**src/rtl/dtd_pkg.sv**
```systemverilog
`timescale 1ns / 1ps

package dtd_pkg;

    // Parser limits
    localparam int MAX_SIG_DIGITS_DEF = 16;
    localparam int ACC_W              = 64;
    localparam int SCALE_W            = 20;
    localparam int EXPV_W             = 20;

    // Power-of-ten table range
    localparam int K_MIN     = -323;
    localparam int K_MAX     = 308;
    localparam int ROM_DEPTH = K_MAX - K_MIN + 1;
    localparam int ROM_AW    = $clog2(ROM_DEPTH);

    // Queue between parser and multiplier
    localparam int Q_DEPTH = 2;

    // Result status codes
    localparam logic [1:0] ST_OK     = 2'd0;
    localparam logic [1:0] ST_SYNTAX = 2'd1;
    localparam logic [1:0] ST_RANGE  = 2'd2;

    // One parsed number handed to the back end
    typedef struct packed {
        logic [1:0]        status;
        logic              neg;
        logic [ACC_W-1:0]  acc;
        logic [ROM_AW-1:0] rom_idx;
    } dtd_job_t;

    // Correctly rounded 10^k, k = K_MIN..K_MAX, as binary64 bit patterns
    localparam logic [63:0] POW10_ROM [0:ROM_DEPTH-1] = '{
        64'h0000000000000002, 64'h0000000000000014, 64'h00000000000000CA, 64'h00000000000007E8,
        64'h0000000000004F10, 64'h00000000000316A2, 64'h00000000001EE257, 64'h000000000134D761,
        64'h000000000C1069CD, 64'h0000000078A42205, 64'h00000004B6695433, 64'h0000002F201D49FB,
        64'h000001D74124E3D1, 64'h000012688B70E62B, 64'h0000B8157268FDAF, 64'h000730D67819E8D2,
        64'h0031FA182C40C60D, 64'h0066789E3750F791, 64'h009C16C5C5253575, 64'h00D18E3B9B374169,
        64'h0105F1CA820511C3, 64'h013B6E3D22865634, 64'h017124E63593F5E1, 64'h01A56E1FC2F8F359,
        64'h01DAC9A7B3B7302F, 64'h0210BE08D0527E1D, 64'h0244ED8B04671DA5, 64'h027A28EDC580E50E,
        64'h02B059949B708F29, 64'h02E46FF9C24CB2F3, 64'h03198BF832DFDFB0, 64'h034FEEF63F97D79C,
        64'h0383F559E7BEE6C1, 64'h03B8F2B061AEA072, 64'h03EF2F5C7A1A488E, 64'h04237D99CC506D59,
        64'h04585D003F6488AF, 64'h048E74404F3DAADB, 64'h04C308A831868AC9, 64'h04F7CAD23DE82D7B,
        64'h052DBD86CD6238D9, 64'h05629674405D6388, 64'h05973C115074BC6A, 64'h05CD0B15A491EB84,
        64'h060226ED86DB3333, 64'h0636B0A8E891FFFF, 64'h066C5CD322B67FFF, 64'h06A1BA03F5B21000,
        64'h06D62884F31E93FF, 64'h070BB2A62FE638FF, 64'h07414FA7DDEFE3A0, 64'h0775A391D56BDC87,
        64'h07AB0C764AC6D3A9, 64'h07E0E7C9EEBC444A, 64'h081521BC6A6B555C, 64'h084A6A2B85062AB3,
        64'h0880825B3323DAB0, 64'h08B4A2F1FFECD15C, 64'h08E9CBAE7FE805B3, 64'h09201F4D0FF10390,
        64'h0954272053ED4474, 64'h098930E868E89591, 64'h09BF7D228322BAF5, 64'h09F3AE3591F5B4D9,
        64'h0A2899C2F6732210, 64'h0A5EC033B40FEA93, 64'h0A9338205089F29C, 64'h0AC8062864AC6F43,
        64'h0AFE07B27DD78B14, 64'h0B32C4CF8EA6B6EC, 64'h0B677603725064A8, 64'h0B9D53844EE47DD1,
        64'h0BD25432B14ECEA3, 64'h0C06E93F5DA2824C, 64'h0C3CA38F350B22DF, 64'h0C71E6398126F5CB,
        64'h0CA65FC7E170B33E, 64'h0CDBF7B9D9CCE00D, 64'h0D117AD428200C08, 64'h0D45D98932280F0A,
        64'h0D7B4FEB7EB212CD, 64'h0DB111F32F2F4BC0, 64'h0DE5566FFAFB1EB0, 64'h0E1AAC0BF9B9E65C,
        64'h0E50AB877C142FFA, 64'h0E84D6695B193BF8, 64'h0EBA0C03B1DF8AF6, 64'h0EF047824F2BB6DA,
        64'h0F245962E2F6A490, 64'h0F596FBB9BB44DB4, 64'h0F8FCBAA82A16121, 64'h0FC3DF4A91A4DCB5,
        64'h0FF8D71D360E13E2, 64'h102F0CE4839198DB, 64'h1063680ED23AFF89, 64'h1098421286C9BF6B,
        64'h10CE5297287C2F45, 64'h1102F39E794D9D8B, 64'h1137B08617A104EE, 64'h116D9CA79D89462A,
        64'h11A281E8C275CBDA, 64'h11D72262F3133ED1, 64'h120CEAFBAFD80E85, 64'h124212DD4DE70913,
        64'h12769794A160CB58, 64'h12AC3D79C9B8FE2E, 64'h12E1A66C1E139EDD, 64'h1316100725988694,
        64'h134B9408EEFEA839, 64'h13813C85955F2923, 64'h13B58BA6FAB6F36C, 64'h13EAEE90B964B047,
        64'h1420D51A73DEEE2D, 64'h14550A6110D6A9B8, 64'h148A4CF9550C5426, 64'h14C0701BD527B498,
        64'h14F48C22CA71A1BD, 64'h1529AF2B7D0E0A2D, 64'h15600D7B2E28C65C, 64'h159410D9F9B2F7F3,
        64'h15C91510781FB5F0, 64'h15FF5A549627A36C, 64'h16339874DDD8C623, 64'h16687E92154EF7AC,
        64'h169E9E369AA2B597, 64'h16D322E220A5B17E, 64'h1707EB9AA8CF1DDE, 64'h173DE6815302E556,
        64'h1772B010D3E1CF56, 64'h17A75C1508DA432B, 64'h17DD331A4B10D3F6, 64'h18123FF06EEA847A,
        64'h1846CFEC8AA52598, 64'h187C83E7AD4E6EFE, 64'h18B1D270CC51055F, 64'h18E6470CFF6546B6,
        64'h191BD8D03F3E9864, 64'h1951678227871F3E, 64'h1985C162B168E70E, 64'h19BB31BB5DC320D2,
        64'h19F0FF151A99F483, 64'h1A253EDA614071A4, 64'h1A5A8E90F9908E0D, 64'h1A90991A9BFA58C8,
        64'h1AC4BF6142F8EEFA, 64'h1AF9EF3993B72AB8, 64'h1B303583FC527AB3, 64'h1B6442E4FB671960,
        64'h1B99539E3A40DFB8, 64'h1BCFA885C8D117A6, 64'h1C03C9539D82AEC8, 64'h1C38BBA884E35A7A,
        64'h1C6EEA92A61C3118, 64'h1CA3529BA7D19EAF, 64'h1CD8274291C6065B, 64'h1D0E3113363787F2,
        64'h1D42DEAC01E2B4F7, 64'h1D779657025B6235, 64'h1DAD7BECC2F23AC2, 64'h1DE26D73F9D764B9,
        64'h1E1708D0F84D3DE7, 64'h1E4CCB0536608D61, 64'h1E81FEE341FC585D, 64'h1EB67E9C127B6E74,
        64'h1EEC1E43171A4A11, 64'h1F2192E9EE706E4B, 64'h1F55F7A46A0C89DD, 64'h1F8B758D848FAC55,
        64'h1FC1297872D9CBB5, 64'h1FF573D68F903EA2, 64'h202AD0CC33744E4B, 64'h2060C27FA028B0EF,
        64'h2094F31F8832DD2A, 64'h20CA2FE76A3F9475, 64'h21005DF0A267BCC9, 64'h2134756CCB01ABFB,
        64'h216992C7FDC216FA, 64'h219FF779FD329CB9, 64'h21D3FAAC3E3FA1F3, 64'h2208F9574DCF8A70,
        64'h223F37AD21436D0C, 64'h227382CC34CA2428, 64'h22A8637F41FCAD32, 64'h22DE7C5F127BD87E,
        64'h23130DBB6B8D674F, 64'h2347D12A4670C123, 64'h237DC574D80CF16B, 64'h23B29B69070816E3,
        64'h23E7424348CA1C9C, 64'h241D12D41AFCA3C3, 64'h24522BC490DDE65A, 64'h2486B6B5B5155FF0,
        64'h24BC6463225AB7EC, 64'h24F1BEBDF578B2F4, 64'h25262E6D72D6DFB0, 64'h255BBA08CF8C979D,
        64'h2591544581B7DEC2, 64'h25C5A956E225D672, 64'h25FB13AC9AAF4C0F, 64'h2630EC4BE0AD8F89,
        64'h2665275ED8D8F36C, 64'h269A71368F0F3047, 64'h26D086C219697E2C, 64'h2704A8729FC3DDB7,
        64'h2739D28F47B4D525, 64'h277023998CD10537, 64'h27A42C7FF0054685, 64'h27D9379FEC069826,
        64'h280F8587E7083E30, 64'h2843B374F06526DE, 64'h2878A0522C7E7095, 64'h28AEC866B79E0CBA,
        64'h28E33D4032C2C7F5, 64'h29180C903F7379F2, 64'h294E0FB44F50586E, 64'h2982C9D0B1923745,
        64'h29B77C44DDF6C516, 64'h29ED5B561574765B, 64'h2A225915CD68C9F9, 64'h2A56EF5B40C2FC77,
        64'h2A8CAB3210F3BB95, 64'h2AC1EAFF4A98553D, 64'h2AF665BF1D3E6A8D, 64'h2B2BFF2EE48E0530,
        64'h2B617F7D4ED8C33E, 64'h2B95DF5CA28EF40D, 64'h2BCB5733CB32B111, 64'h2C0116805EFFAEAA,
        64'h2C355C2076BF9A55, 64'h2C6AB328946F80EA, 64'h2CA0AFF95CC5B092, 64'h2CD4DBF7B3F71CB7,
        64'h2D0A12F5A0F4E3E5, 64'h2D404BD984990E6F, 64'h2D745ECFE5BF520B, 64'h2DA97683DF2F268D,
        64'h2DDFD424D6FAF031, 64'h2E13E497065CD61F, 64'h2E48DDBCC7F40BA6, 64'h2E7F152BF9F10E90,
        64'h2EB36D3B7C36A91A, 64'h2EE8488A5B445360, 64'h2F1E5AACF2156838, 64'h2F52F8AC174D6123,
        64'h2F87B6D71D20B96C, 64'h2FBDA48CE468E7C7, 64'h2FF286D80EC190DC, 64'h3027288E1271F513,
        64'h305CF2B1970E7258, 64'h309217AEFE690777, 64'h30C69D9ABE034955, 64'h30FC45016D841BAA,
        64'h3131AB20E472914A, 64'h316615E91D8F359D, 64'h319B9B6364F30304, 64'h31D1411E1F17E1E3,
        64'h32059165A6DDDA5B, 64'h323AF5BF109550F2, 64'h3270D9976A5D5297, 64'h32A50FFD44F4A73D,
        64'h32DA53FC9631D10D, 64'h3310747DDDDF22A8, 64'h3344919D5556EB52, 64'h3379B604AAACA626,
        64'h33B011C2EAABE7D8, 64'h33E41633A556E1CE, 64'h34191BC08EAC9A41, 64'h344F62B0B257C0D2,
        64'h34839DAE6F76D883, 64'h34B8851A0B548EA4, 64'h34EEA6608E29B24D, 64'h352327FC58DA0F70,
        64'h3557F1FB6F10934C, 64'h358DEE7A4AD4B81F, 64'h35C2B50C6EC4F313, 64'h35F7624F8A762FD8,
        64'h362D3AE36D13BBCE, 64'h366244CE242C5561, 64'h3696D601AD376AB9, 64'h36CC8B8218854567,
        64'h3701D7314F534B61, 64'h37364CFDA3281E39, 64'h376BE03D0BF225C7, 64'h37A16C262777579C,
        64'h37D5C72FB1552D83, 64'h380B38FB9DAA78E4, 64'h3841039D428A8B8F, 64'h38754484932D2E72,
        64'h38AA95A5B7F87A0F, 64'h38E09D8792FB4C49, 64'h3914C4E977BA1F5C, 64'h3949F623D5A8A733,
        64'h398039D665896880, 64'h39B4484BFEEBC2A0, 64'h39E95A5EFEA6B347, 64'h3A1FB0F6BE506019,
        64'h3A53CE9A36F23C10, 64'h3A88C240C4AECB14, 64'h3ABEF2D0F5DA7DD9, 64'h3AF357C299A88EA7,
        64'h3B282DB34012B251, 64'h3B5E392010175EE6, 64'h3B92E3B40A0E9B4F, 64'h3BC79CA10C924223,
        64'h3BFD83C94FB6D2AC, 64'h3C32725DD1D243AC, 64'h3C670EF54646D497, 64'h3C9CD2B297D889BC,
        64'h3CD203AF9EE75616, 64'h3D06849B86A12B9B, 64'h3D3C25C268497682, 64'h3D719799812DEA11,
        64'h3DA5FD7FE1796495, 64'h3DDB7CDFD9D7BDBB, 64'h3E112E0BE826D695, 64'h3E45798EE2308C3A,
        64'h3E7AD7F29ABCAF48, 64'h3EB0C6F7A0B5ED8D, 64'h3EE4F8B588E368F1, 64'h3F1A36E2EB1C432D,
        64'h3F50624DD2F1A9FC, 64'h3F847AE147AE147B, 64'h3FB999999999999A, 64'h3FF0000000000000,
        64'h4024000000000000, 64'h4059000000000000, 64'h408F400000000000, 64'h40C3880000000000,
        64'h40F86A0000000000, 64'h412E848000000000, 64'h416312D000000000, 64'h4197D78400000000,
        64'h41CDCD6500000000, 64'h4202A05F20000000, 64'h42374876E8000000, 64'h426D1A94A2000000,
        64'h42A2309CE5400000, 64'h42D6BCC41E900000, 64'h430C6BF526340000, 64'h4341C37937E08000,
        64'h4376345785D8A000, 64'h43ABC16D674EC800, 64'h43E158E460913D00, 64'h4415AF1D78B58C40,
        64'h444B1AE4D6E2EF50, 64'h4480F0CF064DD592, 64'h44B52D02C7E14AF6, 64'h44EA784379D99DB4,
        64'h45208B2A2C280291, 64'h4554ADF4B7320335, 64'h4589D971E4FE8402, 64'h45C027E72F1F1281,
        64'h45F431E0FAE6D721, 64'h46293E5939A08CEA, 64'h465F8DEF8808B024, 64'h4693B8B5B5056E17,
        64'h46C8A6E32246C99C, 64'h46FED09BEAD87C03, 64'h4733426172C74D82, 64'h476812F9CF7920E3,
        64'h479E17B84357691B, 64'h47D2CED32A16A1B1, 64'h48078287F49C4A1D, 64'h483D6329F1C35CA5,
        64'h48725DFA371A19E7, 64'h48A6F578C4E0A061, 64'h48DCB2D6F618C879, 64'h4911EFC659CF7D4C,
        64'h49466BB7F0435C9E, 64'h497C06A5EC5433C6, 64'h49B18427B3B4A05C, 64'h49E5E531A0A1C873,
        64'h4A1B5E7E08CA3A8F, 64'h4A511B0EC57E649A, 64'h4A8561D276DDFDC0, 64'h4ABABA4714957D30,
        64'h4AF0B46C6CDD6E3E, 64'h4B24E1878814C9CE, 64'h4B5A19E96A19FC41, 64'h4B905031E2503DA9,
        64'h4BC4643E5AE44D13, 64'h4BF97D4DF19D6057, 64'h4C2FDCA16E04B86D, 64'h4C63E9E4E4C2F344,
        64'h4C98E45E1DF3B015, 64'h4CCF1D75A5709C1B, 64'h4D03726987666191, 64'h4D384F03E93FF9F5,
        64'h4D6E62C4E38FF872, 64'h4DA2FDBB0E39FB47, 64'h4DD7BD29D1C87A19, 64'h4E0DAC74463A989F,
        64'h4E428BC8ABE49F64, 64'h4E772EBAD6DDC73D, 64'h4EACFA698C95390C, 64'h4EE21C81F7DD43A7,
        64'h4F16A3A275D49491, 64'h4F4C4C8B1349B9B5, 64'h4F81AFD6EC0E1411, 64'h4FB61BCCA7119916,
        64'h4FEBA2BFD0D5FF5B, 64'h502145B7E285BF99, 64'h50559725DB272F7F, 64'h508AFCEF51F0FB5F,
        64'h50C0DE1593369D1B, 64'h50F5159AF8044462, 64'h512A5B01B605557B, 64'h516078E111C3556D,
        64'h5194971956342AC8, 64'h51C9BCDFABC1357A, 64'h5200160BCB58C16C, 64'h52341B8EBE2EF1C7,
        64'h526922726DBAAE39, 64'h529F6B0F092959C7, 64'h52D3A2E965B9D81D, 64'h53088BA3BF284E24,
        64'h533EAE8CAEF261AD, 64'h53732D17ED577D0C, 64'h53A7F85DE8AD5C4F, 64'h53DDF67562D8B363,
        64'h5412BA095DC7701E, 64'h5447688BB5394C25, 64'h547D42AEA2879F2E, 64'h54B249AD2594C37D,
        64'h54E6DC186EF9F45C, 64'h551C931E8AB87173, 64'h5551DBF316B346E8, 64'h558652EFDC6018A2,
        64'h55BBE7ABD3781ECA, 64'h55F170CB642B133F, 64'h5625CCFE3D35D80E, 64'h565B403DCC834E12,
        64'h569108269FD210CB, 64'h56C54A3047C694FE, 64'h56FA9CBC59B83A3D, 64'h5730A1F5B8132466,
        64'h5764CA732617ED80, 64'h5799FD0FEF9DE8E0, 64'h57D03E29F5C2B18C, 64'h58044DB473335DEF,
        64'h583961219000356B, 64'h586FB969F40042C5, 64'h58A3D3E2388029BB, 64'h58D8C8DAC6A0342A,
        64'h590EFB1178484135, 64'h59435CEAEB2D28C1, 64'h59783425A5F872F1, 64'h59AE412F0F768FAD,
        64'h59E2E8BD69AA19CC, 64'h5A17A2ECC414A03F, 64'h5A4D8BA7F519C84F, 64'h5A827748F9301D32,
        64'h5AB7151B377C247E, 64'h5AECDA62055B2D9E, 64'h5B22087D4358FC82, 64'h5B568A9C942F3BA3,
        64'h5B8C2D43B93B0A8C, 64'h5BC19C4A53C4E697, 64'h5BF6035CE8B6203D, 64'h5C2B843422E3A84D,
        64'h5C6132A095CE4930, 64'h5C957F48BB41DB7C, 64'h5CCADF1AEA12525B, 64'h5D00CB70D24B7379,
        64'h5D34FE4D06DE5057, 64'h5D6A3DE04895E46D, 64'h5DA066AC2D5DAEC4, 64'h5DD4805738B51A75,
        64'h5E09A06D06E26112, 64'h5E400444244D7CAB, 64'h5E7405552D60DBD6, 64'h5EA906AA78B912CC,
        64'h5EDF485516E7577F, 64'h5F138D352E5096AF, 64'h5F48708279E4BC5B, 64'h5F7E8CA3185DEB72,
        64'h5FB317E5EF3AB327, 64'h5FE7DDDF6B095FF1, 64'h601DD55745CBB7ED, 64'h6052A5568B9F52F4,
        64'h60874EAC2E8727B1, 64'h60BD22573A28F19D, 64'h60F2357684599702, 64'h6126C2D4256FFCC3,
        64'h615C73892ECBFBF4, 64'h6191C835BD3F7D78, 64'h61C63A432C8F5CD6, 64'h61FBC8D3F7B3340C,
        64'h62315D847AD00087, 64'h6265B4E5998400A9, 64'h629B221EFFE500D4, 64'h62D0F5535FEF2084,
        64'h630532A837EAE8A5, 64'h633A7F5245E5A2CF, 64'h63708F936BAF85C1, 64'h63A4B378469B6732,
        64'h63D9E056584240FE, 64'h64102C35F729689F, 64'h6444374374F3C2C6, 64'h647945145230B378,
        64'h64AF965966BCE056, 64'h64E3BDF7E0360C36, 64'h6518AD75D8438F43, 64'h654ED8D34E547314,
        64'h6583478410F4C7EC, 64'h65B819651531F9E8, 64'h65EE1FBE5A7E7861, 64'h6622D3D6F88F0B3D,
        64'h665788CCB6B2CE0C, 64'h668D6AFFE45F818F, 64'h66C262DFEEBBB0F9, 64'h66F6FB97EA6A9D38,
        64'h672CBA7DE5054486, 64'h6761F48EAF234AD4, 64'h679671B25AEC1D89, 64'h67CC0E1EF1A724EB,
        64'h680188D357087713, 64'h6835EB082CCA94D7, 64'h686B65CA37FD3A0D, 64'h68A11F9E62FE4448,
        64'h68D56785FBBDD55A, 64'h690AC1677AAD4AB1, 64'h6940B8E0ACAC4EAF, 64'h6974E718D7D7625A,
        64'h69AA20DF0DCD3AF1, 64'h69E0548B68A044D6, 64'h6A1469AE42C8560C, 64'h6A498419D37A6B8F,
        64'h6A7FE52048590673, 64'h6AB3EF342D37A408, 64'h6AE8EB0138858D0A, 64'h6B1F25C186A6F04C,
        64'h6B537798F4285630, 64'h6B88557F31326BBB, 64'h6BBE6ADEFD7F06AA, 64'h6BF302CB5E6F642A,
        64'h6C27C37E360B3D35, 64'h6C5DB45DC38E0C82, 64'h6C9290BA9A38C7D1, 64'h6CC734E940C6F9C6,
        64'h6CFD022390F8B837, 64'h6D3221563A9B7323, 64'h6D66A9ABC9424FEB, 64'h6D9C5416BB92E3E6,
        64'h6DD1B48E353BCE70, 64'h6E0621B1C28AC20C, 64'h6E3BAA1E332D728F, 64'h6E714A52DFFC6799,
        64'h6EA59CE797FB817F, 64'h6EDB04217DFA61DF, 64'h6F10E294EEBC7D2C, 64'h6F451B3A2A6B9C76,
        64'h6F7A6208B5068394, 64'h6FB07D457124123D, 64'h6FE49C96CD6D16CC, 64'h7019C3BC80C85C7F,
        64'h70501A55D07D39CF, 64'h708420EB449C8843, 64'h70B9292615C3AA54, 64'h70EF736F9B3494E9,
        64'h7123A825C100DD11, 64'h7158922F31411456, 64'h718EB6BAFD91596B, 64'h71C33234DE7AD7E3,
        64'h71F7FEC216198DDC, 64'h722DFE729B9FF153, 64'h7262BF07A143F6D4, 64'h72976EC98994F489,
        64'h72CD4A7BEBFA31AB, 64'h73024E8D737C5F0B, 64'h7336E230D05B76CD, 64'h736C9ABD04725481,
        64'h73A1E0B622C774D0, 64'h73D658E3AB795204, 64'h740BEF1C9657A686, 64'h74417571DDF6C814,
        64'h7475D2CE55747A18, 64'h74AB4781EAD1989E, 64'h74E10CB132C2FF63, 64'h75154FDD7F73BF3C,
        64'h754AA3D4DF50AF0B, 64'h7580A6650B926D67, 64'h75B4CFFE4E7708C0, 64'h75EA03FDE214CAF1,
        64'h7620427EAD4CFED6, 64'h7654531E58A03E8C, 64'h768967E5EEC84E2F, 64'h76BFC1DF6A7A61BB,
        64'h76F3D92BA28C7D15, 64'h7728CF768B2F9C5A, 64'h775F03542DFB8370, 64'h779362149CBD3226,
        64'h77C83A99C3EC7EB0, 64'h77FE494034E79E5C, 64'h7832EDC82110C2F9, 64'h7867A93A2954F3B8,
        64'h789D9388B3AA30A5, 64'h78D27C35704A5E67, 64'h79071B42CC5CF601, 64'h793CE2137F743382,
        64'h79720D4C2FA8A031, 64'h79A6909F3B92C83D, 64'h79DC34C70A777A4D, 64'h7A11A0FC668AAC70,
        64'h7A46093B802D578C, 64'h7A7B8B8A6038AD6F, 64'h7AB137367C236C65, 64'h7AE585041B2C477F,
        64'h7B1AE64521F7595E, 64'h7B50CFEB353A97DB, 64'h7B8503E602893DD2, 64'h7BBA44DF832B8D46,
        64'h7BF06B0BB1FB384C, 64'h7C2485CE9E7A065F, 64'h7C59A742461887F6, 64'h7C9008896BCF54FA,
        64'h7CC40AABC6C32A38, 64'h7CF90D56B873F4C7, 64'h7D2F50AC6690F1F8, 64'h7D63926BC01A973B,
        64'h7D987706B0213D0A, 64'h7DCE94C85C298C4C, 64'h7E031CFD3999F7B0, 64'h7E37E43C8800759C,
        64'h7E6DDD4BAA009303, 64'h7EA2AA4F4A405BE2, 64'h7ED754E31CD072DA, 64'h7F0D2A1BE4048F90,
        64'h7F423A516E82D9BA, 64'h7F76C8E5CA239029, 64'h7FAC7B1F3CAC7433, 64'h7FE1CCF385EBC8A0
    };

endpackage

```
**src/rtl/dtd_front.sv**
```systemverilog
`timescale 1ns / 1ps

module dtd_front #(
    parameter int MAX_SIG_DIGITS = dtd_pkg::MAX_SIG_DIGITS_DEF
) (
    input  logic             clk,
    input  logic             rst_n,
    input  logic             in_fire,
    input  logic [7:0]       char_code,
    input  logic             last_char,
    output logic             job_push,
    output dtd_pkg::dtd_job_t job
);

    localparam int SL_W = $clog2(MAX_SIG_DIGITS + 1);
    localparam int AW   = dtd_pkg::ACC_W;
    localparam int SW   = dtd_pkg::SCALE_W;
    localparam int EW   = dtd_pkg::EXPV_W;
    localparam int KW   = SW + 3;

    localparam logic [7:0] CH_NUL   = 8'h00;
    localparam logic [7:0] CH_TAB   = 8'h09;
    localparam logic [7:0] CH_SP    = 8'h20;
    localparam logic [7:0] CH_PLUS  = 8'h2B;
    localparam logic [7:0] CH_COMMA = 8'h2C;
    localparam logic [7:0] CH_MINUS = 8'h2D;
    localparam logic [7:0] CH_DOT   = 8'h2E;
    localparam logic [7:0] CH_ZERO  = 8'h30;
    localparam logic [7:0] CH_NINE  = 8'h39;
    localparam logic [7:0] CH_UP_E  = 8'h45;
    localparam logic [7:0] CH_LO_E  = 8'h65;

    localparam logic signed [SW-1:0] SCALE_HI = {1'b0, {(SW-1){1'b1}}};
    localparam logic signed [SW-1:0] SCALE_LO = {1'b1, {(SW-1){1'b0}}};
    localparam logic [EW-1:0]        EXP_SAT  = {EW{1'b1}};
    localparam logic [EW-1:0]        EXP_LIM  = EXP_SAT / 10;

    typedef enum logic [3:0] {
        PH_START, PH_AFTER_SIGN, PH_LEAD_INT, PH_LEAD_DEC, PH_SIG_INT, PH_SIG_DEC,
        PH_INSIG_INT, PH_INSIG_DEC, PH_EXP_MARK, PH_EXP_SIGN, PH_EXP_DIG,
        PH_END_CHECK, PH_DONE
    } phase_t;

    phase_t                 phase_reg, phase_next;
    logic [AW-1:0]          acc_reg, acc_next;
    logic [AW-1:0]          accz_reg, accz_next;
    logic [SL_W-1:0]        pz_reg, pz_next;
    logic [SL_W-1:0]        sl_reg, sl_next;
    logic signed [SW-1:0]   scale_reg, scale_next;
    logic [EW-1:0]          ev_reg, ev_next;
    logic                   eneg_reg, eneg_next;
    logic                   vneg_reg, vneg_next;
    logic                   err_reg, err_next;

    // Character classes
    logic       ws, mark, dig;
    logic [3:0] d;
    assign ws   = (char_code == CH_SP) || (char_code == CH_TAB);
    assign mark = (char_code == CH_DOT) || (char_code == CH_COMMA);
    assign dig  = (char_code >= CH_ZERO) && (char_code <= CH_NINE);
    assign d    = 4'(char_code - CH_ZERO);

    // Phase walk: one character may fall through several phases
    phase_t ph;
    logic   fin;
    logic   act_neg, act_eneg, act_dn, act_up, act_keep, act_exp, act_err;

    always_comb
    begin
        ph       = phase_reg;
        fin      = 1'b0;
        act_neg  = 1'b0;
        act_eneg = 1'b0;
        act_dn   = 1'b0;
        act_up   = 1'b0;
        act_keep = 1'b0;
        act_exp  = 1'b0;
        act_err  = 1'b0;
        for (int i = 0; i < 8; i++)
        begin
            if (!fin)
            begin
                unique case (ph)
                    PH_START:
                    begin
                        if (ws) fin = 1'b1;
                        else if (char_code == CH_MINUS)
                        begin
                            act_neg = 1'b1;
                            ph      = PH_AFTER_SIGN;
                            fin     = 1'b1;
                        end
                        else if (char_code == CH_PLUS)
                        begin
                            ph  = PH_AFTER_SIGN;
                            fin = 1'b1;
                        end
                        else ph = PH_LEAD_INT;
                    end
                    PH_AFTER_SIGN:
                    begin
                        if (ws) fin = 1'b1;
                        else ph = PH_LEAD_INT;
                    end
                    PH_LEAD_INT:
                    begin
                        if (char_code == CH_ZERO) fin = 1'b1;
                        else if (mark)
                        begin
                            ph  = PH_LEAD_DEC;
                            fin = 1'b1;
                        end
                        else ph = PH_SIG_INT;
                    end
                    PH_LEAD_DEC:
                    begin
                        if (char_code == CH_ZERO)
                        begin
                            act_dn = 1'b1;
                            fin    = 1'b1;
                        end
                        else ph = PH_SIG_DEC;
                    end
                    PH_SIG_INT:
                    begin
                        if (dig)
                        begin
                            act_keep = 1'b1;
                            fin      = 1'b1;
                        end
                        else if (mark)
                        begin
                            ph  = PH_SIG_DEC;
                            fin = 1'b1;
                        end
                        else ph = PH_EXP_MARK;
                    end
                    PH_SIG_DEC:
                    begin
                        if (dig)
                        begin
                            act_dn   = 1'b1;
                            act_keep = 1'b1;
                            fin      = 1'b1;
                        end
                        else ph = PH_EXP_MARK;
                    end
                    PH_INSIG_INT:
                    begin
                        if (dig)
                        begin
                            act_up = 1'b1;
                            fin    = 1'b1;
                        end
                        else if (mark)
                        begin
                            ph  = PH_INSIG_DEC;
                            fin = 1'b1;
                        end
                        else ph = PH_EXP_MARK;
                    end
                    PH_INSIG_DEC:
                    begin
                        if (dig) fin = 1'b1;
                        else ph = PH_EXP_MARK;
                    end
                    PH_EXP_MARK:
                    begin
                        if ((char_code == CH_UP_E) || (char_code == CH_LO_E))
                        begin
                            ph  = PH_EXP_SIGN;
                            fin = 1'b1;
                        end
                        else ph = PH_END_CHECK;
                    end
                    PH_EXP_SIGN:
                    begin
                        if (char_code == CH_MINUS)
                        begin
                            act_eneg = 1'b1;
                            ph       = PH_EXP_DIG;
                            fin      = 1'b1;
                        end
                        else if (char_code == CH_PLUS)
                        begin
                            ph  = PH_EXP_DIG;
                            fin = 1'b1;
                        end
                        else ph = PH_EXP_DIG;
                    end
                    PH_EXP_DIG:
                    begin
                        if (dig)
                        begin
                            act_exp = 1'b1;
                            fin     = 1'b1;
                        end
                        else ph = PH_END_CHECK;
                    end
                    PH_END_CHECK:
                    begin
                        act_err = !((char_code == CH_NUL) || ws);
                        ph      = PH_DONE;
                        fin     = 1'b1;
                    end
                    default: fin = 1'b1;
                endcase
            end
        end
    end

    // Datapath updates for the chosen action
    logic [AW-1:0]   accz_x10;
    logic [EW+3:0]   ev_x10;
    logic [EW+3:0]   ev_sum;

    assign accz_x10 = (accz_reg << 3) + (accz_reg << 1);
    assign ev_x10   = ({4'b0, ev_reg} << 3) + ({4'b0, ev_reg} << 1);
    assign ev_sum   = ev_x10 + {{(EW){1'b0}}, d};

    always_comb
    begin
        phase_next = ph;
        acc_next   = acc_reg;
        accz_next  = accz_reg;
        pz_next    = pz_reg;
        sl_next    = sl_reg;
        scale_next = scale_reg;
        ev_next    = ev_reg;
        eneg_next  = eneg_reg | act_eneg;
        vneg_next  = vneg_reg | act_neg;
        err_next   = err_reg | act_err;
        if (act_dn && (scale_reg != SCALE_LO))
            scale_next = scale_reg - 1'b1;
        if (act_up && (scale_reg != SCALE_HI))
            scale_next = scale_reg + 1'b1;
        if (act_exp)
        begin
            if ((ev_reg > EXP_LIM) || (ev_sum > {4'b0, EXP_SAT}))
                ev_next = EXP_SAT;
            else
                ev_next = ev_sum[EW-1:0];
        end
        // Zeros wait in accz so a later nonzero digit needs only one *10
        if (act_keep)
        begin
            if (d != 4'd0)
            begin
                acc_next  = accz_x10 + AW'(d);
                accz_next = accz_x10 + AW'(d);
                pz_next   = '0;
            end
            else
            begin
                accz_next = accz_x10;
                pz_next   = pz_reg + 1'b1;
            end
            sl_next = sl_reg - 1'b1;
            if (sl_reg <= SL_W'(1))
                phase_next = (ph == PH_SIG_INT) ? PH_INSIG_INT : PH_INSIG_DEC;
        end
    end

    // Final decimal scale and status
    logic signed [KW-1:0] ev_term, k;
    always_comb
    begin
        ev_term = signed'({3'b0, ev_next});
        if (eneg_next)
            ev_term = -ev_term;
        k = ev_term + KW'(scale_next) + signed'(KW'(pz_next));

        job.neg     = vneg_next;
        job.acc     = acc_next;
        job.rom_idx = dtd_pkg::ROM_AW'(k - KW'(dtd_pkg::K_MIN));
        if (err_next)
            job.status = dtd_pkg::ST_SYNTAX;
        else if (acc_next == '0)
            job.status = dtd_pkg::ST_OK;
        else if ((k < KW'(dtd_pkg::K_MIN)) || (k > KW'(dtd_pkg::K_MAX)))
            job.status = dtd_pkg::ST_RANGE;
        else
            job.status = dtd_pkg::ST_OK;
    end

    assign job_push = in_fire && last_char;

    // Parser state; cleared after each number
    always_ff @(posedge clk or negedge rst_n)
    begin
        if (!rst_n)
        begin
            phase_reg <= PH_START;
            acc_reg   <= '0;
            accz_reg  <= '0;
            pz_reg    <= '0;
            sl_reg    <= SL_W'(MAX_SIG_DIGITS);
            scale_reg <= '0;
            ev_reg    <= '0;
            eneg_reg  <= 1'b0;
            vneg_reg  <= 1'b0;
            err_reg   <= 1'b0;
        end
        else if (in_fire)
        begin
            if (last_char)
            begin
                phase_reg <= PH_START;
                acc_reg   <= '0;
                accz_reg  <= '0;
                pz_reg    <= '0;
                sl_reg    <= SL_W'(MAX_SIG_DIGITS);
                scale_reg <= '0;
                ev_reg    <= '0;
                eneg_reg  <= 1'b0;
                vneg_reg  <= 1'b0;
                err_reg   <= 1'b0;
            end
            else
            begin
                phase_reg <= phase_next;
                acc_reg   <= acc_next;
                accz_reg  <= accz_next;
                pz_reg    <= pz_next;
                sl_reg    <= sl_next;
                scale_reg <= scale_next;
                ev_reg    <= ev_next;
                eneg_reg  <= eneg_next;
                vneg_reg  <= vneg_next;
                err_reg   <= err_next;
            end
        end
    end

endmodule

```
**config.mk**
```make
export PLATFORM = sky130hd
export DESIGN_NAME = dtd_front
export DESIGN_NICKNAME = d
export VERILOG_FILES = /design/src/rtl/dtd_pkg.sv /design/src/rtl/dtd_front.sv
export SDC_FILE = /design/constraint.sdc
export NUM_CORES = 1
export LEC_CHECK = 0
export BUFFER_PORTS_ARGS = -buffer_cell sky130_fd_sc_hd__buf_2
export CORE_MARGIN = 2
export CORE_UTILIZATION = 53
export CTS_CLUSTER_DIAMETER = 120
export DETAILED_ROUTE_END_ITERATION = 8
export PLACE_DENSITY_LB_ADDON = 0.12
export SYNTH_ARGS = -nofsm -noshare
export SYNTH_HDL_FRONTEND = slang
export SYNTH_SLANG_ARGS = --single-unit
export TNS_END_PERCENT = 30
```
**constraint.sdc**
```tcl
create_clock -name clk -period 19.5 [get_ports clk]
set_input_delay 0.975 -clock clk [delete_from_list [all_inputs] [get_ports clk]]
set_output_delay 0.975 -clock clk [all_outputs]
set_load 0.02 [all_outputs]
```
# Word level (Yosys, flattened, before mapping)
# Index checks and enable logic that the tools add are counted.
totals:
  out_inout_bits: 78
  reg_bits: 184
  elab_cells: 486
  input_bits: 12
classes:
  order_cmp: 7
  n_addsub: 13
  n_reduce_logical: 54
  eq_ne: 100
  mux: 299
  n_bitwise: 3
ops:
  columns: ["op", "n"]
  rows:
  - ["$pmux W4 S11", 8]
  - ["$mux W4", 77]
  - ["$mux W64", 3]
  - ["$mux W63", 3]
  - ["$mux W1", 175]
  - ["$eq A4 B3 Y1 const B", 33]
  - ["$eq A4 B4 Y1 const B", 32]
  - ["$mux W20", 6]
  - ["$add A64 B4 Y64", 1]
  - ["$add A64 B64 Y64", 1]
  - ["$eq A4 B2 Y1 const B", 16]
  - ["$logic_not A64 Y1", 1]
  - ["$pmux W1 S8", 7]
  - ["$eq A8 B6 Y1 const B", 6]
  - ["$reduce_or A2 Y1", 23]
  - ["$ne A20 B20 Y1 const B", 2]
  - ["$eq A4 B1 Y1 const B", 8]
  - ["$logic_not A4 Y1", 8]
  - ["$mux W5", 5]
  - ["$add A23 B21 Y24", 1]
  - ["$add A24 B4 Y24", 1]
  - ["$gt A24 B20 Y1 const B", 1]
  - ["$add A23 B20 Y23", 1]
  - ["$add A23 B6 Y23", 1]
  - ["other kinds (28)", 56]

# Logic depth before layout (Yosys ltp)
# Gate-level depths: netlist of the first run.
depth:
  word_depth: 42
  mapped_depth: 37
  mapped_depth_nobuf: 36

# Worst setup path after synthesis of the first run
# OpenSTA, ideal clock, no wires.
synth_path:
  path_type: "input -> output"
  from: "in char_code[3]"
  to: "out job[76] (netlist name)"
  path_slack_ns: 10.548
  n_path_buf: 1
  required_ns: 18.525
  stages: 34
  arrival_time_ns: 7.977
  path_cell_list: "fa_1 -> inv_1 -> fa_1 -> nor2b_1 -> o21a_1 -> o21ai_0 -> a21oi_1 -> o31a_1 -> mux2i_1 -> o311ai_0 -> or2_2 -> clkbuf_1 -> o22ai_1 -> nand2_1 -> o21ai_0 -> xnor2_1 -> fa_1 -> ha_1 -> nor2b_1 -> o21ai_0 -> a21boi_0 -> o21ai_0 -> a211oi_1 -> o31ai_1 -> a21o_1 -> o21bai_1 -> a41o_1 -> o41a_1 -> a21o_1 -> a21oi_1 -> xor2_1 -> or4_1 -> mux2i_1 -> nor3_2"
synth_rtl:
  columns: ["item", "line", "text"]
  rows:
  - ["start: declaration", "dtd_front.sv:9", "input logic [7:0] char_code,"]
  - ["end: declaration", "dtd_front.sv:12", "output dtd_pkg::dtd_job_t job"]

==> flow_summary_export.csv, run 1 <==
group,metric,value,unit
sta,tns,0,ns
floorplanning,core.rowCount,70,
drt,drcViolationCount,0,
placed_design,numPortBuffers,89,
cells_and_area,fillers,3409,
sta,finalCritPeriodShare,55.41,%
logic_synthesis,yosys_warnings,0,
worst_hold_path,hold_class,"flop to flop",
critical_path,start_kind,"primary input",
critical_path,r2r-start,"accz_reg[0]",
sta,hold_violations,0,
logic_synthesis,synth.avg_cell_area,7.938,um^2
critical_path,path_class,"primary input to primary output",
global_route,grt_usage,31.35,%
drt,top_layer_used,"met4",
placed_design,hpwl,45.71,mm
logic_synthesis,ys_types,100,
logic_synthesis,synth_fp_nets,2615,
logic_synthesis,synth_flop_cell,"dfrtp_1",
clock_tree,htreeDepth,4,
drt,wl,60.42,mm
cells_and_area,multi_input_area,14070,um^2
global_route,grt_max_degree,89,
critical_path,path_max_fanout,21,
cells_and_area,antenna_cells,0,
sta,tightest_slew,1.132,ns
logic_synthesis,synthCells,2445,
clock_tree,cts_tree,"done",
floorplanning,pin_count,90,
logic_synthesis,synthArstFlopShare,100.0,%
cells_and_area,register_area,4606,um^2
drt,ant_nets,0,
cells_and_area,design_area,20690,um^2
placed_design,dpl_cell_area,20120,um^2
flow_run,cap_violations,0,
global_route,first_global_vias,17967,
critical_path,worstSetupStartpoint,"char_code[0]",
clock_tree,cts_made_buffers,17,
cells_and_area,fin_cells,2926,
pwr,ir_drop,0.07074,mV
placed_design,gp_congestion,0.9393,
drt,dr.pass1.iters,5,
drt,routed_via_density,6.528,
sta,period_minus_slack,10.81,ns
floorplanning,initial_core_util,53.40,%
floorplanning,fp.dieArea,38170,um^2
global_route,grt_overflow_total,0,
cells_and_area,nets,2615,
drt,route.met2.wl,27.26,mm
global_route,antenna_found_initial,1,
cells_and_area,area_growth_syn_to_layout,6.595,%
clock_tree,cts_hold_buffers,0,
placed_design,place_ws,8.833,ns
floorplanning,core-area,36350,um^2
drt,vias,19102,
logic_synthesis,synth_edf_count,0,
clock_tree,clockBufferDepth,2,
cells_and_area,drive_gt1_share,8.625,%
drt,wl_per_cell,20.65,um
clock_tree,clk_pin_slew_worst_paths,0.07,ns
drt,drt-initial-drc-count,1577,
sta,finClkSkew,0.02323,ns
floorplanning,dieWidth,195.4,um
cells_and_area,largest_reg_flops,64,
logic_synthesis,syn_area,19410,um^2
sta,setup_ws,8.694,ns
pwr,pwr_density_cell,53.89,nW/um^2
drt,met3_length,3.049,mm
critical_path,required,18.53,ns
critical_path,cp_slowest_cell,"or4_1",
logic_synthesis,synth_seq_area_share,23.73,%
pwr,p_leak,9.405,nW
worst_hold_path,holdCritStartpoint,"acc_reg[27]",
critical_path,endpoint_kind,"primary output",
clock_tree,root_buffer,"clkbuf_16",
logic_synthesis,ys_ff_latch,184,
clock_tree,post_cts_resized,0,
sta,grt_setup_unrepaired,"no",
critical_path,worstPathArrival,9.83,ns
critical_path,slowest_delay,0.97,ns
clock_tree,clk_latency,0.47,ns
sta,fmax,92.54,MHz
sta,relSlewSlack,24.21,%
sta,setup_viol,0,
clock_tree,cts.sinks,184,
clock_tree,cts_setup_buffers,0,
placed_design,place_inst,2894,
global_route,grt_pass1_wl,96.81,mm
sta,final-max-slew-violation-count,0,
drt,wl_met1,27.96,mm
outcome,status,"complete, no violations",
floorplanning,dieHeight,195.4,um
==> cell type report <==
type,instances,share of cell area [%]
multi-input cells,2061,67.99
flip-flops and latches,184,22.26
well taps,468,2.830
repair buffers,105,2.776
clock buffers,18,2.074
inverters,76,1.385
clock inverters,14,0.6773
==> metrics by stage <==
| step | hold slack (ns) | power (mW) | util (%) |
|---|---|---|---|
| after detailed placement | 0.4731 | 0.7616 | 55.35 |
| final | 0.4925 | 1.115 | 56.92 |
| after floorplan | 0.4477 | 0.6667 | - |
| after global placement | 0.4628 | 0.7629 | 55.35 |
| after CTS | 0.4949 | 1.114 | 56.92 |
| after global routing | 0.5055 | 1.171 | 56.92 |
==> critical path: cells and delay by family <==
family	cells	cell delay [ns]
AO/OA/AOI/OAI	15	3.97
XOR/XNOR	2	0.31
adder cells (fa/ha/maj)	3	1.01
buffers and inverters	3	0.50
multiplexers	1	0.16
AND/OR/NAND/NOR	9	2.90
==> cell families after synthesis <==
| family | count (synthesis) | synth area share (%) |
|---|---|---|
| buffers and inverters | 200 | 3.997 |
| xor gates and xnor gates | 222 | 10.02 |
| adders and majority gates | 158 | 10.57 |
| DFF | 184 | 23.73 |
| AOI/OAI and AO/OA | 751 | 26.97 |
| muxes | 21 | 1.096 |
| and+or+nand+nor | 909 | 23.61 |
==> cells in the mapped netlist (all sizes together) (48+ instances only) <==
master  instances  area (um^2)
a22o           79        691.9
dfrtp         183         4579
inv            76        285.3
ha            148         1852
nor3           82        420.4
xnor2         136         1191
nor4           48        346.6
nor2          180        678.2
xor2           86        753.2
nand3          71        360.3
nand2         283         1065
a21oi         119        606.8
clkbuf        103        386.6
a21o           49        367.9
o21ai         178        890.8
==> path summary, 6_finish.rpt <==
path / end / slack, ns / cells past startpoint
worst max-delay path: job[76] / 8.69 / 33
min in group asynchronous: phase_reg[2] / 0.54 / 1
worst min register to register: acc_reg[27] / 0.49 / 1
worst max register to register: acc_reg[63] / 13.15 / 16
max in group asynchronous: accz_reg[48] / 17.71 / 2
worst min-delay path: acc_reg[27] / 0.49 / 1
==> power by group <==
group / switching (mW) / internal, mW
Combinational: 0.227 / 0.115
Clock: 0.174 / 0.180
Sequential: 0.0242 / 0.395
Total: 0.425 / 0.690
==> metal layers <==
layer	global-route usage (%)	vias to the layer above
met5	0	-
met1	43.45	9254
li1	-	9101
met2	50.04	630
met3	3.506	117
met4	12.67	0
==> cell usage in the layout, fill, tap and decap left out, types with 10 or more instances in the layout <==
cell,n
nand2_1,281
dfrtp_1,183
nor2_1,177
o21ai_0,169
ha_1,148
xnor2_1,136
a21oi_1,116
buf_2,88
xor2_1,86
nor3_1,79
a22o_1,79
inv_1,75
nand3_1,70
a21o_1,49
nor4_1,41
nand4_1,41
o2bb2ai_1,38
a31oi_1,36
o31ai_1,36
or3_1,26
o21a_1,25
and3_1,23
nand2b_1,22
and2_1,22
or2_2,21
a211oi_1,20
o211ai_1,19
mux2i_1,19
clkbuf_16,17
buf_4,16
nor2b_1,15
o22ai_1,15
nand3b_1,13
or4_1,12
and4_1,12
o21bai_1,12
a31o_2,12
o31a_1,11
fa_1,10
No activity file was read; power rests on OpenSTA's default activity.
==> run 2: changes to the inputs <==
==> constraint.sdc (replaced) <==
create_clock -name clk -period 9.47 [get_ports clk]
set_input_delay 0.4735 -clock clk [delete_from_list [all_inputs] [get_ports clk]]
set_output_delay 0.4735 -clock clk [all_outputs]
set_load 0.02 [all_outputs]
==> flow_summary_export.csv, run 2 (synthesis gave the netlist of run 1 again) <==
group,metric,value,unit
global_route,grt_max_degree,100,
placed_design,numPortBuffers,89,
cells_and_area,area_growth_syn_to_layout,6.762,%
cells_and_area,largest_reg_flops,64,
placed_design,gp_congestion,0.9357,
pwr,swShare,38.15,%
placed_design,dpl_cell_area,20160,um^2
critical_path,path_max_fanout,9,
drt,vias,18989,
floorplanning,fp.dieArea,38170,um^2
clock_tree,clockBufferDepth,2,
critical_path,crit_top_cell,"fa_1",
drt,drt-initial-drc-count,1512,
critical_path,start_kind,"flop",
cells_and_area,final_common_cell,"nand2_1",
critical_path,cp_slowest_cell,"or4_1",
sta,finalCritPeriodShare,94.12,%
critical_path,crit_end,"job[76]",
clock_tree,clk_latency,0.46,ns
clock_tree,htreeDepth,4,
sta,final-max-slew-violation-count,0,
pwr,ir_drop,0.1361,mV
drt,dr.pass1.iters,9,
pwr,p_total,2.253,mW
floorplanning,core.rowCount,70,
global_route,antenna_found_initial,1,
sta,relSlewSlack,22.65,%
pwr,combPwrFrac,31.5,%
critical_path,slowest_delay,0.54,ns
pwr,pwr-share-clk,30.2,%
drt,wl_per_cell,20.53,um
cells_and_area,nets,2620,
critical_path,worstPathArrival,8.44,ns
cells_and_area,multi_input_area,14100,um^2
drt,routed_via_density,6.479,
critical_path,endpoint_kind,"primary output",
critical_path,path_class,"flop to primary output",
sta,whs,-0.007734,ns
pwr,seqPwrFrac,38.3,%
cells_and_area,design_area,20720,um^2
critical_path,r2r_end,"acc_reg[59]",
floorplanning,dieHeight,195.4,um
sta,hold_violations,9,
pwr,p_sw,0.8595,mW
outcome,violations,"negative hold slack",
global_route,grt_usage,31.53,%
sta,setup_viol,0,
cells_and_area,final_cell_mix,"281 x nand2_1, 183 x dfrtp_1, 176 x nor2_1",
sta,finClkSkew,0.01408,ns
clock_tree,cts.sinks,184,
cells_and_area,drive_gt1_share,9.058,%
clock_tree,cts_made_buffers,17,
outcome,status,"finished with violations",
critical_path,r2r-start,"accz_reg[0]",
global_route,first_global_vias,18213,
critical_path,worstSetupStartpoint,"ev_reg[2]",
drt,ant_nets,0,
critical_path,required,9.00,ns
sta,period_minus_slack,8.913,ns
cells_and_area,register_area,4606,um^2
drt,wl,60.18,mm
sta,tightest_slew,1.160,ns
global_route,grt_overflow_total,0,
pwr,internal-power,1.394,mW
pwr,p_leak,9.420,nW
sta,tns,0,ns
placed_design,hpwl,45.34,mm
clock_tree,cts_tree,"done",
clock_tree,cts_setup_buffers,0,
critical_path,r2r_slack,3.17,ns
clock_tree,root_buffer,"clkbuf_16",
sta,fmax,112.2,MHz
pwr,pwr_density_cell,108.7,nW/um^2
floorplanning,initial_core_util,53.40,%
floorplanning,dieWidth,195.4,um
critical_path,worstRegToRegCells,15,
flow_run,cap_violations,0,
clock_tree,clk_pin_slew_worst_paths,0.08,ns
drt,drcViolationCount,0,
floorplanning,pin_count,90,
global_route,grt_pass1_wl,97.33,mm
worst_hold_path,hold_class,"primary input to async pin",
floorplanning,core-area,36350,um^2
cells_and_area,fillers,3480,
[run 2: cell types whose count changed in the layout (fill, tap and decap cells not counted), moves of 2 or more]
cell	delta
buf_4	+5
clkinv_2	+4
a2111oi_0	-2
a2111oi_1	+2
inv_8	-2
o22ai_1	-2
o22ai_2	+2
[run 2: what timing repair did]
action | 4_1_cts | 5_1_grt
setup endpoints to repair | 0 | 1
resized for setup | 0 | 10
hold buffers | 0 | 0
[run 2: metal layers]
metal / global-route usage, % / part of all wire (%)
met1: 43.16 / 45
met2: 50.57 / 46
met3: 4.266 / 5.3
met4: 12.47 / 3.5
met5: 0 / 0
[run 2: worst min-delay path by stage]
| stage | end | slack, ns | cells past startpoint |
|---|---|---|---|
| final | acc_reg[6] | -0.008 | 1 |
| after CTS | acc_reg[6] | 0.01 | 1 |
| after global placement | acc_reg[39] | 0.46 | 1 |
| after global routing | acc_reg[6] | 0.03 | 1 |
| after detailed placement | acc_reg[29] | 0.47 | 1 |
| after floorplan | acc_reg[0] | 0.18 | 0 |
[run 2: area by class of cell]
type / instances / share of cell area, %
clock inverter: 14 / 0.4831
multi-input combinational: 2061 / 68.06
tap: 468 / 2.826
timing repair buffer: 110 / 2.953
inverter: 76 / 1.383
sequential: 184 / 22.23
clock buffer: 17 / 2.053
antenna: 1 / 0.01208
[run 2: per-stage QoR]
step                      instances  setup slack, ns  util (%)
after floorplan                2445            1.521         -
after global placement         2899           0.6881     55.46
after detailed placement       2899           0.4384     55.46
after CTS                      2930           0.1851     56.91
after global routing           2930         -0.01059     57.00
final                          2931           0.5571     57.01
[run 2: worst max-delay path, delay by kind of cell (launching register included)]
family	cells	cell delay, ns
AOI/OAI and AO/OA	14	2.48
adders and majority gates	5	2.29
muxes	2	0.47
DFF	1	0.46
buffers and inverters	3	0.31
and+or+nand+nor	9	1.61
xor gates and xnor gates	2	0.35
[run 2: power groups by stage]
stage               Sequential [mW]  Clock (mW)  Combinational [mW]
CTS                           0.861       0.688               0.701
global route                  0.868       0.721               0.781
detailed placement            0.876           0               0.695
global placement              0.876           0               0.693
finish                        0.863       0.681               0.709
floorplan                     0.851           0               0.522
